File: src/rtl/core/ssit_pkg.sv
// Shared types, widths and tables for the strict segment intersection core.
// No dependencies; every core file refers to it by scoped names.
package ssit_pkg;

    // Coordinate width and the widths that follow from it
    localparam int CW = 32;          // coordinate
    localparam int DW = CW + 1;      // coordinate difference
    localparam int PW = 2 * DW;      // difference product
    localparam int XW = PW + 1;      // cross product

    // Point order: 0 A start, 1 A end, 2 B start, 3 B end.
    // Orientation k tests point ORI_B[k] against the line ORI_O[k] to ORI_A[k].
    localparam logic [3:0][1:0] ORI_O = {2'd2, 2'd2, 2'd0, 2'd0};
    localparam logic [3:0][1:0] ORI_A = {2'd3, 2'd3, 2'd1, 2'd1};
    localparam logic [3:0][1:0] ORI_B = {2'd1, 2'd0, 2'd3, 2'd2};

    // Request payload
    typedef struct packed {
        logic signed [CW-1:0] seg_a_start_x;
        logic signed [CW-1:0] seg_a_start_y;
        logic signed [CW-1:0] seg_a_end_x;
        logic signed [CW-1:0] seg_a_end_y;
        logic signed [CW-1:0] seg_b_start_x;
        logic signed [CW-1:0] seg_b_start_y;
        logic signed [CW-1:0] seg_b_end_x;
        logic signed [CW-1:0] seg_b_end_y;
    } t_seg_in;

    // Result payload
    typedef struct packed {
        logic intersects;
        logic collinear;
    } t_seg_out;

    // After the difference stage: four differences per orientation,
    // plus the extent of each segment, indexed [segment][axis], axis 0 is x
    typedef struct packed {
        logic [3:0][DW-1:0]      dax;
        logic [3:0][DW-1:0]      dby;
        logic [3:0][DW-1:0]      day;
        logic [3:0][DW-1:0]      dbx;
        logic [1:0][1:0][CW-1:0] lo;
        logic [1:0][1:0][CW-1:0] hi;
    } t_diff;

    // After the product stage
    typedef struct packed {
        logic [3:0][PW-1:0] pp;
        logic [3:0][PW-1:0] pq;
        logic               overlap;
    } t_prod;

    // After the sign stage
    typedef struct packed {
        logic [3:0] zero;
        logic [3:0] neg;
        logic       overlap;
    } t_sign;

    // Exact two's complement difference, one bit wider than the inputs
    function automatic logic [DW-1:0] dsub(input logic [CW-1:0] a, input logic [CW-1:0] b);
        return {a[CW-1], a} - {b[CW-1], b};
    endfunction

endpackage

File: src/rtl/core/ssit_diff.sv
// First pipeline stage: coordinate differences and segment extents.
// Depends on ssit_pkg.
module ssit_diff (
    input  logic             i_clk,
    input  logic             i_rst_n,
    input  logic             i_valid,
    input  logic             i_adv,
    input  ssit_pkg::t_seg_in i_req,
    output logic             o_valid,
    output ssit_pkg::t_diff  o_data
);

    logic [3:0][ssit_pkg::CW-1:0] px;
    logic [3:0][ssit_pkg::CW-1:0] py;
    ssit_pkg::t_diff              n_data;
    ssit_pkg::t_diff              r_data;
    logic                         r_valid;

    assign px = {i_req.seg_b_end_x, i_req.seg_b_start_x, i_req.seg_a_end_x, i_req.seg_a_start_x};
    assign py = {i_req.seg_b_end_y, i_req.seg_b_start_y, i_req.seg_a_end_y, i_req.seg_a_start_y};

    // Form the differences for each orientation and the per-axis extents
    always_comb begin
        n_data = r_data;
        for (int k = 0; k < 4; k++) begin
            n_data.dax[k] = ssit_pkg::dsub(px[ssit_pkg::ORI_A[k]], px[ssit_pkg::ORI_O[k]]);
            n_data.dby[k] = ssit_pkg::dsub(py[ssit_pkg::ORI_B[k]], py[ssit_pkg::ORI_O[k]]);
            n_data.day[k] = ssit_pkg::dsub(py[ssit_pkg::ORI_A[k]], py[ssit_pkg::ORI_O[k]]);
            n_data.dbx[k] = ssit_pkg::dsub(px[ssit_pkg::ORI_B[k]], px[ssit_pkg::ORI_O[k]]);
        end
        for (int s = 0; s < 2; s++) begin
            if ($signed(px[2*s]) < $signed(px[2*s+1])) begin
                n_data.lo[s][0] = px[2*s];
                n_data.hi[s][0] = px[2*s+1];
            end else begin
                n_data.lo[s][0] = px[2*s+1];
                n_data.hi[s][0] = px[2*s];
            end
            if ($signed(py[2*s]) < $signed(py[2*s+1])) begin
                n_data.lo[s][1] = py[2*s];
                n_data.hi[s][1] = py[2*s+1];
            end else begin
                n_data.lo[s][1] = py[2*s+1];
                n_data.hi[s][1] = py[2*s];
            end
        end
    end

    // Advance the stage; hold while the next stage is full and stalled
    always_ff @(posedge i_clk) begin
        if (!i_rst_n) begin
            r_valid <= 1'b0;
        end else if (i_adv) begin
            r_valid <= i_valid;
        end
        if (i_adv && i_valid) begin
            r_data <= n_data;
        end
    end

    assign o_valid = r_valid;
    assign o_data  = r_data;

endmodule

File: config.mk
export PLATFORM = sky130hd
export DESIGN_NAME = ssit_diff
export DESIGN_NICKNAME = d
export VERILOG_FILES = /design/src/rtl/core/ssit_pkg.sv /design/src/rtl/core/ssit_diff.sv
export SDC_FILE = /design/constraint.sdc
export NUM_CORES = 2
export LEC_CHECK = 0
export BUFFER_PORTS_ARGS = -buffer_cell sky130_fd_sc_hd__buf_2
export CAP_MARGIN = 20
export CORE_AREA = 5 5 403 405
export CTS_CLUSTER_SIZE = 16
export DETAILED_ROUTE_END_ITERATION = 7
export DIE_AREA = 0 0 408 410
export HOLD_SLACK_MARGIN = 0.1
export PLACE_DENSITY = 0.57
export SYNTH_ARGS = -nofsm -noshare
export SYNTH_HDL_FRONTEND = slang
export SYNTH_SLANG_ARGS = --single-unit
File: constraint.sdc
create_clock -name i_clk -period 49.8 [get_ports i_clk]
set_clock_uncertainty 0.05 [all_clocks]
set_input_delay 9.96 -clock i_clk [delete_from_list [all_inputs] [get_ports i_clk]]
set_output_delay 9.96 -clock i_clk [all_outputs]
set_load 0.02 [all_outputs]
==> results.toml <==
[timing]
slew_viol_final = 0
min_period_over_period_pct = 28.3
fin_hold_ws_ns = 0.541
final-hold-violation-count = 0
relSlewSlack_pct = 19.7
tns_ns = 0
tightestPinTransition_ns = 1.20
period_minus_slack_ns = 14.10
setup_viol = 0
max_freq_mhz = 70.9
rsz0062_at_grt = "no"

[power_and_ir_drop]
p_leak_nw = 22.8
p_switching_mw = 0.683
seqPwrFrac_pct = 37.6
pwr-share-clk_pct = 31.1
intPower_mw = 1.23
cellPowerDensity_nw_per_um2 = 35.5
peakVddDrop_mv = 0.0232
combPwrFrac_pct = 31.3
p_sw_share_pct = 35.8

[flow_run]
max_cap_violations = 0

[yosys]
yosysTopAreaCell = "edfxtp_1"
synth_top_area_share_pct = 43.7
synth-seq-cells = 651
synth_area_sq_um = 44700
ys_seq_area_share_pct = 43.7
synth_edf_count = 650
yosys_warnings = 0
synthTopCellsByCount = "edfxtp_1, a21oi_1, ha_1"
synthArstFlopShare_pct = 0
synth_area_leaders = "edfxtp_1, ha_1, a21oi_1"
syn_area_per_cell_sq_um = 10.8
synth.distinct_cells = 85
synth_cells = 4149
synth_fp_nets = 4809
synth_top_flop_cell = "edfxtp_1"
yosysMostFrequentCell = "edfxtp_1"

[drt]
vias = 37800
via_per_inst = 5.27
dr.pass1.iters = 6
drt-total-wl_microns = 203000
postRouteAntennaNets = 0
wire_per_inst_microns = 28.4
drt_iter0_drc = 3317
route.detailed.drc = 0

[setup_path]
rr_worst_depth = 2
cp_common_cell = "o21ai_1"
crit_cells = 15
critical_path_required_ns = 50.16
crit_end = "o_data[229]"
start_kind = "input pin"
arrival_ns = 14.47
slowest_stage = "buf_4"
path_buf_inv = 3
critical-path-top-delay-family = "compound AO/OA/AOI/OAI gates"
critPathLaunch = "i_req[65]"
crit_chain = "buf_2 > inv_1 > ha_1 > nor2b_1 > o21a_1 > o21ai_1 > a21oi_2 > and4_1 > nor2_1 > o21ai_1 > nand2_1 > a211o_1 > o21bai_4 > buf_4 > mux2_2"
critPathCaptureType = "register"
regToRegSetupSlack_ns = 49.07
rr_endpoint = "o_valid"
cp_max_fo = 44
slowest_delay_ns = 0.65
r2r-start = "o_valid"
crit_type = "in2reg"

[global_routing]
grt_use_met2_pct = 40.3
met3_usage_pct = 5.40
antenna_found_initial = 15
grt_pass1_vias = 37400
grtUsageMet1_pct = 27.1
gr-total-overflow = 0
grt_use_total_pct = 23.1
grt_pass1_wl_microns = 280000
grt_max_degree = 93
busiest_layer = "met2"

[place]
port_buffers = 1044
place_area_sq_um = 51100
hpwlAfterDp_microns = 167000
place_congestion = 0.944
place_inst = 7024

[floorplan]
die_height_microns = 410
dieArea_sq_um = 167000
die_w_microns = 408
initial_core_util_pct = 28.3
io_pins = 1045
core_area_sq_um = 158000
rows = 146

[finish]
num-fill-cells = 16100
multiInputGateArea_sq_um = 22700
ff_latch_area_sq_um = 19500
area_delta_synth_final_pct = 20.2
final_area_sq_um = 53800
fin_cells = 7176
post-route-util_pct = 34.0
drive_gt1_share_pct = 27.5
final_nets = 5694

[clock_network]
cts_root_buf = "clkbuf_16"
cts_tree = "built"
cts_made_buffers = 80
cts-resized-gates = 0
cts_sinks = 651
cts_hold_buf = 0
htree_levels = 3
cts_setup_buffers = 0
clk_pin_slew_ns = 0.06
clk_latency_ns = 0.69
clock_path_buffers = 3

[status]
status = "completed"

[hold_path]
hp-class = "reg2reg"
-- cells by family (layout without fill, tap and decap cells) --
kind of cell / count (synthesis) / in the layout / synth area share (%)
buf+inv: 516 / 1464 / 5.76
mux: 199 / 199 / 5.44
flops: 651 / 651 / 43.7
compound gates: 1287 / 1287 / 18.9
fa+ha+maj: 400 / 400 / 11.4
other cells: 0 / 7 / 0
xor+xnor: 324 / 324 / 6.35
simple gates: 772 / 772 / 8.43
-- layer usage --
metal  vias to the layer above  share of wire [%]  wire [microns]
met3                       280                7.7           15600
li1                      17200                  -               -
met5                         -              0.031              64
met1                     18700                 39           78700
met4                        10                4.8            9840
met2                      1715                 49           99300
-- stage by stage --
step	total power [mW]	worst slack [ns]
2_1_floorplan	1.12	24.00
3_3_place_gp	1.32	35.15
3_5_place_dp	1.32	35.07
4_1_cts	1.92	35.82
5_1_grt	1.99	35.60
6_report	1.91	35.70
-- registers in the layout, indices dropped and copies added, names as in the netlist --
signal / flops
o_data: 650
o_valid: 1
-- how the worst min path moves through the flow --
stage	to	slack (ns)	start	cells after the start
2_1_floorplan	o_valid	0.64	o_valid	2
3_3_place_gp	o_valid	0.51	o_valid	2
4_1_cts	o_valid	0.55	o_valid	2
6_report	o_valid	0.54	o_valid	2
3_5_place_dp	o_valid	0.53	o_valid	2
5_1_grt	o_valid	0.59	o_valid	2
-- worst register-to-register path: cells and delay by family (launching register included) --
kind | cells | cell delay (ns)
compound gates | 1 | 0.15
simple gates | 1 | 0.12
flops | 1 | 0.30
-- cell type report --
cell class                 instances  share of cell area [%]
clock buffer                      94                    3.82
timing repair buffer            1070                    10.1
tap                             2072                    4.82
antenna                            7                  0.0326
sequential                       651                    36.3
multi-input combinational       2982                    42.1
inverter                         249                    1.74
clock inverter                    51                    1.01
-- power by group through the flow --
stage          Clock [mW]  Combinational (mW)  Sequential, mW
5_1_grt             0.631               0.635           0.722
3_5_place_dp            0               0.595           0.728
2_1_floorplan           0               0.315           0.801
3_3_place_gp            0               0.594           0.730
4_1_cts             0.607               0.598           0.719
6_report            0.594               0.598           0.717
-- cells in the final DEF (no fill, tap or decap), drive strengths merged, types with 176 or more instances in the layout --
cell and n:
a21o 176, a21oi 424, buf 1070, edfxtp 650, ha 388, inv 252, mux2 183, nor2 236
o21ai 204, xnor2 228
(Power assumes the default switching activity.)
