==> src/rtl/core/ssit_pkg.sv <==
// Shared types, widths and tables for the strict segment intersection core.
// No dependencies; every core file refers to it by scoped names.
package ssit_pkg;

    // Coordinate width and the widths that follow from it
    localparam int CW = 32;          // coordinate
    localparam int DW = CW + 1;      // coordinate difference
    localparam int PW = 2 * DW;      // difference product
    localparam int XW = PW + 1;      // cross product

    // Point order: 0 A start, 1 A end, 2 B start, 3 B end.
    // Orientation k tests point ORI_B[k] against the line ORI_O[k] to ORI_A[k].
    localparam logic [3:0][1:0] ORI_O = {2'd2, 2'd2, 2'd0, 2'd0};
    localparam logic [3:0][1:0] ORI_A = {2'd3, 2'd3, 2'd1, 2'd1};
    localparam logic [3:0][1:0] ORI_B = {2'd1, 2'd0, 2'd3, 2'd2};

    // Request payload
    typedef struct packed {
        logic signed [CW-1:0] seg_a_start_x;
        logic signed [CW-1:0] seg_a_start_y;
        logic signed [CW-1:0] seg_a_end_x;
        logic signed [CW-1:0] seg_a_end_y;
        logic signed [CW-1:0] seg_b_start_x;
        logic signed [CW-1:0] seg_b_start_y;
        logic signed [CW-1:0] seg_b_end_x;
        logic signed [CW-1:0] seg_b_end_y;
    } t_seg_in;

    // Result payload
    typedef struct packed {
        logic intersects;
        logic collinear;
    } t_seg_out;

    // After the difference stage: four differences per orientation,
    // plus the extent of each segment, indexed [segment][axis], axis 0 is x
    typedef struct packed {
        logic [3:0][DW-1:0]      dax;
        logic [3:0][DW-1:0]      dby;
        logic [3:0][DW-1:0]      day;
        logic [3:0][DW-1:0]      dbx;
        logic [1:0][1:0][CW-1:0] lo;
        logic [1:0][1:0][CW-1:0] hi;
    } t_diff;

    // After the product stage
    typedef struct packed {
        logic [3:0][PW-1:0] pp;
        logic [3:0][PW-1:0] pq;
        logic               overlap;
    } t_prod;

    // After the sign stage
    typedef struct packed {
        logic [3:0] zero;
        logic [3:0] neg;
        logic       overlap;
    } t_sign;

    // Exact two's complement difference, one bit wider than the inputs
    function automatic logic [DW-1:0] dsub(input logic [CW-1:0] a, input logic [CW-1:0] b);
        return {a[CW-1], a} - {b[CW-1], b};
    endfunction

endpackage

==> src/rtl/core/ssit_decide.sv <==
// Final stage and output register: collinear and strict-crossing decision.
// Depends on ssit_pkg.
module ssit_decide (
    input  logic               i_clk,
    input  logic               i_rst_n,
    input  logic               i_valid,
    input  logic               i_adv,
    input  ssit_pkg::t_sign    i_data,
    output logic               o_valid,
    output ssit_pkg::t_seg_out o_rsp
);

    logic               ab;
    logic               ba;
    ssit_pkg::t_seg_out n_rsp;
    ssit_pkg::t_seg_out r_rsp;
    logic               r_valid;

    // B's endpoints on strictly opposite sides of A, and A's of B
    always_comb begin
        ab = !i_data.zero[0] && !i_data.zero[1] && (i_data.neg[0] != i_data.neg[1]);
        ba = !i_data.zero[2] && !i_data.zero[3] && (i_data.neg[2] != i_data.neg[3]);
        n_rsp.collinear  = &i_data.zero;
        n_rsp.intersects = n_rsp.collinear ? i_data.overlap : (ab && ba);
    end

    always_ff @(posedge i_clk) begin
        if (!i_rst_n) begin
            r_valid <= 1'b0;
        end else if (i_adv) begin
            r_valid <= i_valid;
        end
        if (i_adv && i_valid) begin
            r_rsp <= n_rsp;
        end
    end

    assign o_valid = r_valid;
    assign o_rsp   = r_rsp;

endmodule

==> config.mk <==
export PLATFORM = sky130hd
export DESIGN_NAME = ssit_decide
export DESIGN_NICKNAME = d
export VERILOG_FILES = /design/src/rtl/core/ssit_pkg.sv /design/src/rtl/core/ssit_decide.sv
export SDC_FILE = /design/constraint.sdc
export NUM_CORES = 1
export LEC_CHECK = 0
export ABC_AREA = 1
export BUFFER_PORTS_ARGS = -buffer_cell sky130_fd_sc_hd__buf_2
export CAP_MARGIN = 20
export CORE_AREA = 2 2 39 41
export CTS_BUF_LIST = sky130_fd_sc_hd__clkbuf_4 sky130_fd_sc_hd__clkbuf_8 sky130_fd_sc_hd__clkbuf_16
export CTS_CLUSTER_DIAMETER = 30
export DETAILED_ROUTE_END_ITERATION = 10
export DIE_AREA = 0 0 41 43
export GPL_ROUTABILITY_DRIVEN = 0
export GPL_TIMING_DRIVEN = 0
export PLACE_DENSITY_LB_ADDON = 0.25
export SYNTH_ARGS = -nofsm -noshare
export SYNTH_HDL_FRONTEND = slang
export SYNTH_SLANG_ARGS = --single-unit
==> constraint.sdc <==
create_clock -name i_clk -period 0.8 [get_ports i_clk]
set_input_delay 0.16 -clock i_clk [delete_from_list [all_inputs] [get_ports i_clk]]
set_output_delay 0.16 -clock i_clk [all_outputs]
set_load 0.05 [all_outputs]
==> results by group, run 1 <==
Synthesis
  – Mapped Nets: 44
  – Commonest cells post-synth: 12 x nand2_1, 9 x inv_1, 2 x edfxtp_1, 2 x inv_2
  – Share of the synthesized area in the top cell type: 31.0%
  – Yosys warnings: 0
  – Most frequent cell after synthesis: nand2_1
  – Post-synthesis sequential area ratio: between 40% and 50%
  – Cells after Synth: 31
  – Post-synth ARST share: 0%
  – Avg Cell Area, Syn: ~6.3 um2
  – Cell Area, Synth: around 190 um2
  – Synth area leader: edfxtp_1
  – FF+latch count, synth: 3
  – Synth top area cells: edfxtp_1 31%, nand2_1 23%, inv_1 17%
  – Post-synth EDFFs: 2
  – Yosys cell types: 10
  – Leading register cell type out of synthesis: edfxtp_1

Worst hold path
  – HP Start: i_rst_n
  – Worst hold endpoint: o_valid
  – Min-Delay Path Depth: 2
  – Worst hold path class: in2reg

Routing
  – Initial DRC count: 3
  – Number of remaining DRC errors: 0
  – Final ANT Viol Nets: 0
  – WL final: approximately 460 um
  – DR vias: between 200 and 250
  – DR WL/cell: about 7 um
  – DRT Pass-1 Iters: 2
  – Vias per std cell: between 3 and 4

Timing
  – Measured slew at the worst slew-check pin: 148 ps
  – Hold_ws: approximately 170 ps
  – Tcrit/Tclk final: 116%
  – Final hold violations: 0
  – Final setup violation count: 3
  – RSZ-0062 raised after global routing: yes
  – Final setup TNS: -326 ps
  – Fmax: around 1100 MHz
  – Skew final: 0 ps
  – Relative slew slack: between 90% and 100%
  – Slew Viols, Final: 0
  – Crit path time final: 932 ps
  – Worst Setup Slack, final: -132 ps

Pwr
  – Clock network power share: around half
  – Sw Ratio: 25.3%
  – Comb power frac: 19.7%
  – NetSw: 0.152 mW
  – Pwr Density: about 1800 mW/mm2
  – Total power: around 0.60 mW
  – Int Pwr: roughly 0.45 mW
  – Leak: 0.211 nW
  – Sequential power share: between 30% and 40%
  – Maximum vdd drop: roughly 0.26 mV

Die
  – Die Y: around 43 um
  – Die footprint: approximately 0.0018 mm2
  – Core footprint: between 0.001 and 0.0015 mm2
  – Initial Utilization: between 10% and 20%
  – I/O Pins: 16
  – Std cell rows: 14
  – Width of the die: about 40 um

Finish
  – Layout cells sized above 1: 44.0%
  – Fillers: between 150 and 200
  – Ant. Diodes: 0
  – Fin nets: 64
  – Cell Count, Final, Fillers Out: 66
  – Final instance area: 343 um2
  – Synthesis-to-layout area growth: 76.8%
  – Post-layout util: around 25%

Place
  – DP Area: just under 300 um2
  – Placed insts: 62
  – Number of port buffers: 15
  – Pre-CTS WS: 18.1 ps
  – DP Wirelength: slightly below 400 um

GRT
  – Grt total ovfl: 0
  – Pin count of the biggest net entering global routing: 3
  – Initial antenna violation count: 0
  – Global-route wire length before repair: roughly 700 um
  – Vias in the first global route: between 150 and 200
  – All-Layer GR Usage: under 10%

Worst setup path
  – R2R Path End: o_valid
  – CP max stage cell: edfxtp_1
  – WS Path Type: reg2out
  – Crit-path max cell delay: ~370 ps
  – Flop2flop setup slack: around 200 ps
  – Critical Path Stages: 1
  – CP required: between 600 and 700 ps
  – CP arrival: 770 ps
  – Critical Path End Type: primary output
  – Cell chain of the critical path: buf_6
  – Buffer and inverter count on the worst path: 1
  – CP Max Fanout: 1
  – Reg2reg path depth: 2
  – Crit path max-delay family: flip-flops
  – Worst flop-to-flop path startpoint: o_valid
  – Worst setup SP type: flop

CTS
  – Clock latency on the worst-skew pair: 230 ps
  – CTS root buf: clkbuf_4
  – Clock transition at path regs: ~40 ps
  – Hold_buf cts: 0
  – Total CTS buffers: 3
  – CTS HTree Levels: 1
  – Clock buffer depth: 2
  – # clock sinks: 3
  – CTS tree: done
  – Setup Buffers After CTS: 0

Outcome
  – Status: complete, but fails checks
  – Violated checks: negative setup slack

Run
  – Maxcap violations: 0
==> registers in the layout, summed over array words and instances, names as in the netlist <==
| register | cells |
|---|---|
| o_valid | 1 |
| o_rsp | 2 |
==> worst max path at each step <==
| stage | from | endpoint | slack (ps) |
|---|---|---|---|
| 2_1_floorplan | o_rsp[0] | o_rsp[0] | 40 |
| 3_3_place_gp | i_data[1] | o_rsp[1] | 50 |
| 3_5_place_dp | i_data[1] | o_rsp[1] | 20 |
| 4_1_cts | o_rsp[1] | o_rsp[1] | -150 |
| 5_1_grt | o_rsp[1] | o_rsp[1] | -180 |
| 6_report | o_rsp[1] | o_rsp[1] | -130 |
==> repair_timing <==
action | CTS | global route
resized for setup | 6 | 1
gates cloned | 0 | 0
setup endpoints to repair | 3 | 3
==> worst reg2reg max path: cells and delay by family (launching register included) <==
family          cells  cell delay (ps)
compound gates      1              140
flops               1              330
simple gates        1               50
==> placed cells by master, fill, tap and decap left out <==
| cell | Yosys | final |
|---|---|---|
| inv_1 | 9 | 9 |
| nor3_1 | 1 | 1 |
| nand4_1 | 1 | 1 |
| nand3_1 | 1 | 1 |
| clkbuf_4 | 0 | 4 |
| nand2_1 | 12 | 12 |
| buf_8 | 0 | 1 |
| nor2_1 | 1 | 1 |
| buf_6 | 0 | 2 |
| buf_2 | 0 | 12 |
| inv_2 | 2 | 2 |
| a21boi_0 | 1 | 1 |
| edfxtp_1 | 2 | 2 |
| dfxtp_2 | 0 | 1 |
==> layer usage <==
layer  share of wire, %  wire [um]  vias up  global-route usage [%]
li1                   -          -      126                       -
met1                 33        152       88                    5.75
met2                 50        228       12                    9.06
met3                 17         79        0                    3.66
met4                  0          0        0                    10.0
met5                  0          0        -                       0
==> cell type report <==
cell class | count | area [um2] | share of cell area [%]
clock buffer | 4 | 30.0 | 8.76
inverter | 11 | 41.3 | 12.0
multi-input combinational | 17 | 72.6 | 21.2
sequential | 3 | 81.3 | 23.7
tap | 16 | 20.0 | 5.84
timing repair buffer | 15 | 97.6 | 28.5
==> cell families after synthesis <==
logic type | count (synthesis) | synth area share [%]
AOI/OAI and AO/OA | 1 | 3.87
DFF | 3 | 41.3
and+or+nand+nor | 16 | 33.5
buffers and inverters | 11 | 21.3
==> power by group through the flow <==
stage	sequential [mW]	combinational (mW)	clock [mW]
final	0.181	0.118	0.302
after global routing	0.182	0.132	0.337
after CTS	0.180	0.117	0.320
after detailed placement	0.180	0.107	0
after global placement	0.180	0.106	0
after floorplan	0.212	0.0289	0
Power figures use the tool's default switching activity.
==> inputs of run 2 (changes only) <==
ABC_AREA = 0   (was 1)
==> run 2 against run 1 <==
Highest routed layer unchanged. Largest cell class unchanged. Setup slack better by 13 ps. Register-to-register slack worse by 120 ps. Non-clock buffer count unchanged. Critical path depth unchanged. Sequential cell count unchanged. Sequential power about the same. Critical path type unchanged. Clock skew unchanged. Count of clock-buffer cells in the layout unchanged. The run still ends with negative setup slack left. Largest power group unchanged. First-iteration DRC count down 67%. Global-route usage down 0.58 points. Utilization down 3.1 points. Fmax up 1.4%.
==> results by group, run 2 <==
Outcome
  – Status: complete, but fails checks
  – Violated checks: negative setup slack

Pwr
  – Maximum vdd drop: 0.464 mV
  – Pwr Density: 1920 mW/mm2
  – Leak: roughly 0.13 nW

Timing
  – Relative slew slack: 87.6%
  – Skew final: 0 ps
  – Final hold violations: 0
  – Final setup violation count: 3
  – RSZ-0062 raised after global routing: yes
  – Tcrit/Tclk final: 115%
  – Fmax: 1090 MHz
  – Measured slew at the worst slew-check pin: around 180 ps
  – Crit path time final: approximately 920 ps
  – Slew Viols, Final: 0
  – Worst Setup Slack, final: -119 ps

Worst setup path
  – WS Path Type: reg2out
  – CP max stage cell: edfxtp_1
  – Critical Path Stages: 1
  – Worst setup SP type: flop
  – Crit-path max cell delay: 370 ps
  – CP required: 640 ps
  – Cell chain of the critical path: buf_6
  – Crit path max-delay family: flip-flops
  – CP Max Fanout: 1
  – Reg2reg path depth: 2
  – Critical Path End Type: primary output
  – CP arrival: 760 ps
  – Buffer and inverter count on the worst path: 1

Routing
  – Number of remaining DRC errors: 0
  – Final ANT Viol Nets: 0
  – Initial DRC count: 1
  – DRT Pass-1 Iters: 2
  – DR vias: approximately 170
  – DR WL/cell: around 8.4 um
  – WL final: ~390 um
  – Vias per std cell: roughly 3.7

Synthesis
  – Synth area leader: edfxtp_1
  – Post-synth EDFFs: 2
  – Cells after Synth: 11
  – Mapped Nets: 24
  – Synth top area cells: edfxtp_1 40%, dfxtp_1 13%, xor2_1 12%
  – Avg Cell Area, Syn: between 10 and 15 um2
  – Cell Area, Synth: around 150 um2
  – Commonest cells post-synth: 2 x edfxtp_1, 2 x xor2_1
  – Share of the synthesized area in the top cell type: slightly above 40%
  – Leading register cell type out of synthesis: edfxtp_1
  – Post-synth ARST share: 0%
  – Yosys warnings: 0
  – FF+latch count, synth: 3
  – Yosys cell types: 9
  – Post-synthesis sequential area ratio: 53.8%

Finish
  – Most frequent cells in the layout: 12 x buf_2, 4 x clkbuf_4, 2 x xor2_1, 2 x edfxtp_1, 2 x buf_6
  – Commonest non-fill, non-tap cell in the layout: buf_2
  – Layout cells sized above 1: roughly 70%
  – Fin nets: 44
  – Max FFs per register: 2
  – Ant. Diodes: 0
  – Post-layout util: between 20% and 30%
  – Final instance area: between 300 and 400 um2
  – Synthesis-to-layout area growth: 102%

Die
  – Std cell rows: 14
  – Initial Utilization: between 10% and 20%
  – I/O Pins: 16
  – Die Y: 43 um
  – Core footprint: around 0.0014 mm2
  – Width of the die: between 40 and 50 um
  – Die footprint: ~0.0018 mm2

CTS
  – CTS tree: done
  – # clock sinks: 3
  – CTS root buf: clkbuf_4
  – Clock latency on the worst-skew pair: ~230 ps
  – CTS HTree Levels: 1
  – Clock buffer depth: 2
  – Clock transition at path regs: around 40 ps
  – Hold_buf cts: 0
  – Total CTS buffers: 3

GRT
  – Global-route wire length before repair: around 670 um
  – Vias in the first global route: between 150 and 200
  – Initial antenna violation count: 0
  – Pin count of the biggest net entering global routing: 4
  – All-Layer GR Usage: 6.33%
  – Grt total ovfl: 0

Place
  – Pre-CTS WS: -153 ps
  – Number of port buffers: 15
  – DP Area: 248 um2

Run
  – Maxcap violations: 0

Worst hold path
  – Worst hold path class: in2reg
  – Min-Delay Path Depth: 2
==> run 2: path summary, 6_finish.rpt <==
| kind | startpoint | to | slack, ps |
|---|---|---|---|
| hold / removal | i_rst_n | o_valid | 140 |
| hold reg to reg | o_valid | o_valid | 600 |
| setup / recovery | o_rsp[0] | o_rsp[0] | -120 |
| setup reg to reg | o_valid | o_valid | 80 |
==> run 2: report_power, final <==
part	leakage, nW	internal (mW)	switching, mW	total [mW]
sequential	0.0255	0.174	0.00464	0.179
combinational	0.0888	0.0499	0.0554	0.105
clock	0.0184	0.220	0.0711	0.291
==> run 2: cell families after synthesis <==
kind of cell	Yosys count	synth area share, %
simple gates	4	22.7
flops	3	53.8
compound gates	2	11.8
xor+xnor	2	11.8
==> run 2: timing repair <==
action / 4_1_cts / 5_1_grt
pin swaps: 0 / 0
hold endpoints to repair: 0 / 0
setup endpoints to repair: 3 / 3
gates resized for setup: 7 / 0
buffers inserted: 0 / 0
==> run 2: area by class of cell <==
cell class / instances / area (um2)
clock buffers: 4 / 30.0
flip-flops and latches: 3 / 83.8
multi-input cells: 8 / 68.8
fillers: 154 / 1080
repair buffers: 15 / 97.6
well taps: 16 / 20.0
==> run 2: through the flow <==
| step | power [mW] | hold WS (ps) | std cells | setup TNS, ps |
|---|---|---|---|---|
| final | 0.575 | 140 | 46 | -302 |
| after global routing | 0.621 | 131 | 46 | -391 |
| after CTS | 0.592 | 137 | 46 | -349 |
| after detailed placement | 0.272 | 381 | 42 | -153 |
| after global placement | 0.268 | 363 | 42 | -142 |
| after floorplan | 0.228 | 277 | 11 | 0 |
==> run 2: per-layer routing <==
layer | wire [um] | vias up | track usage, %
met3 | 69 | 0 | 4.71
met4 | 0 | 0 | 6.00
met1 | 133 | 69 | 5.16
met2 | 182 | 16 | 9.06
li1 | - | 83 | -
met5 | 0 | - | 0
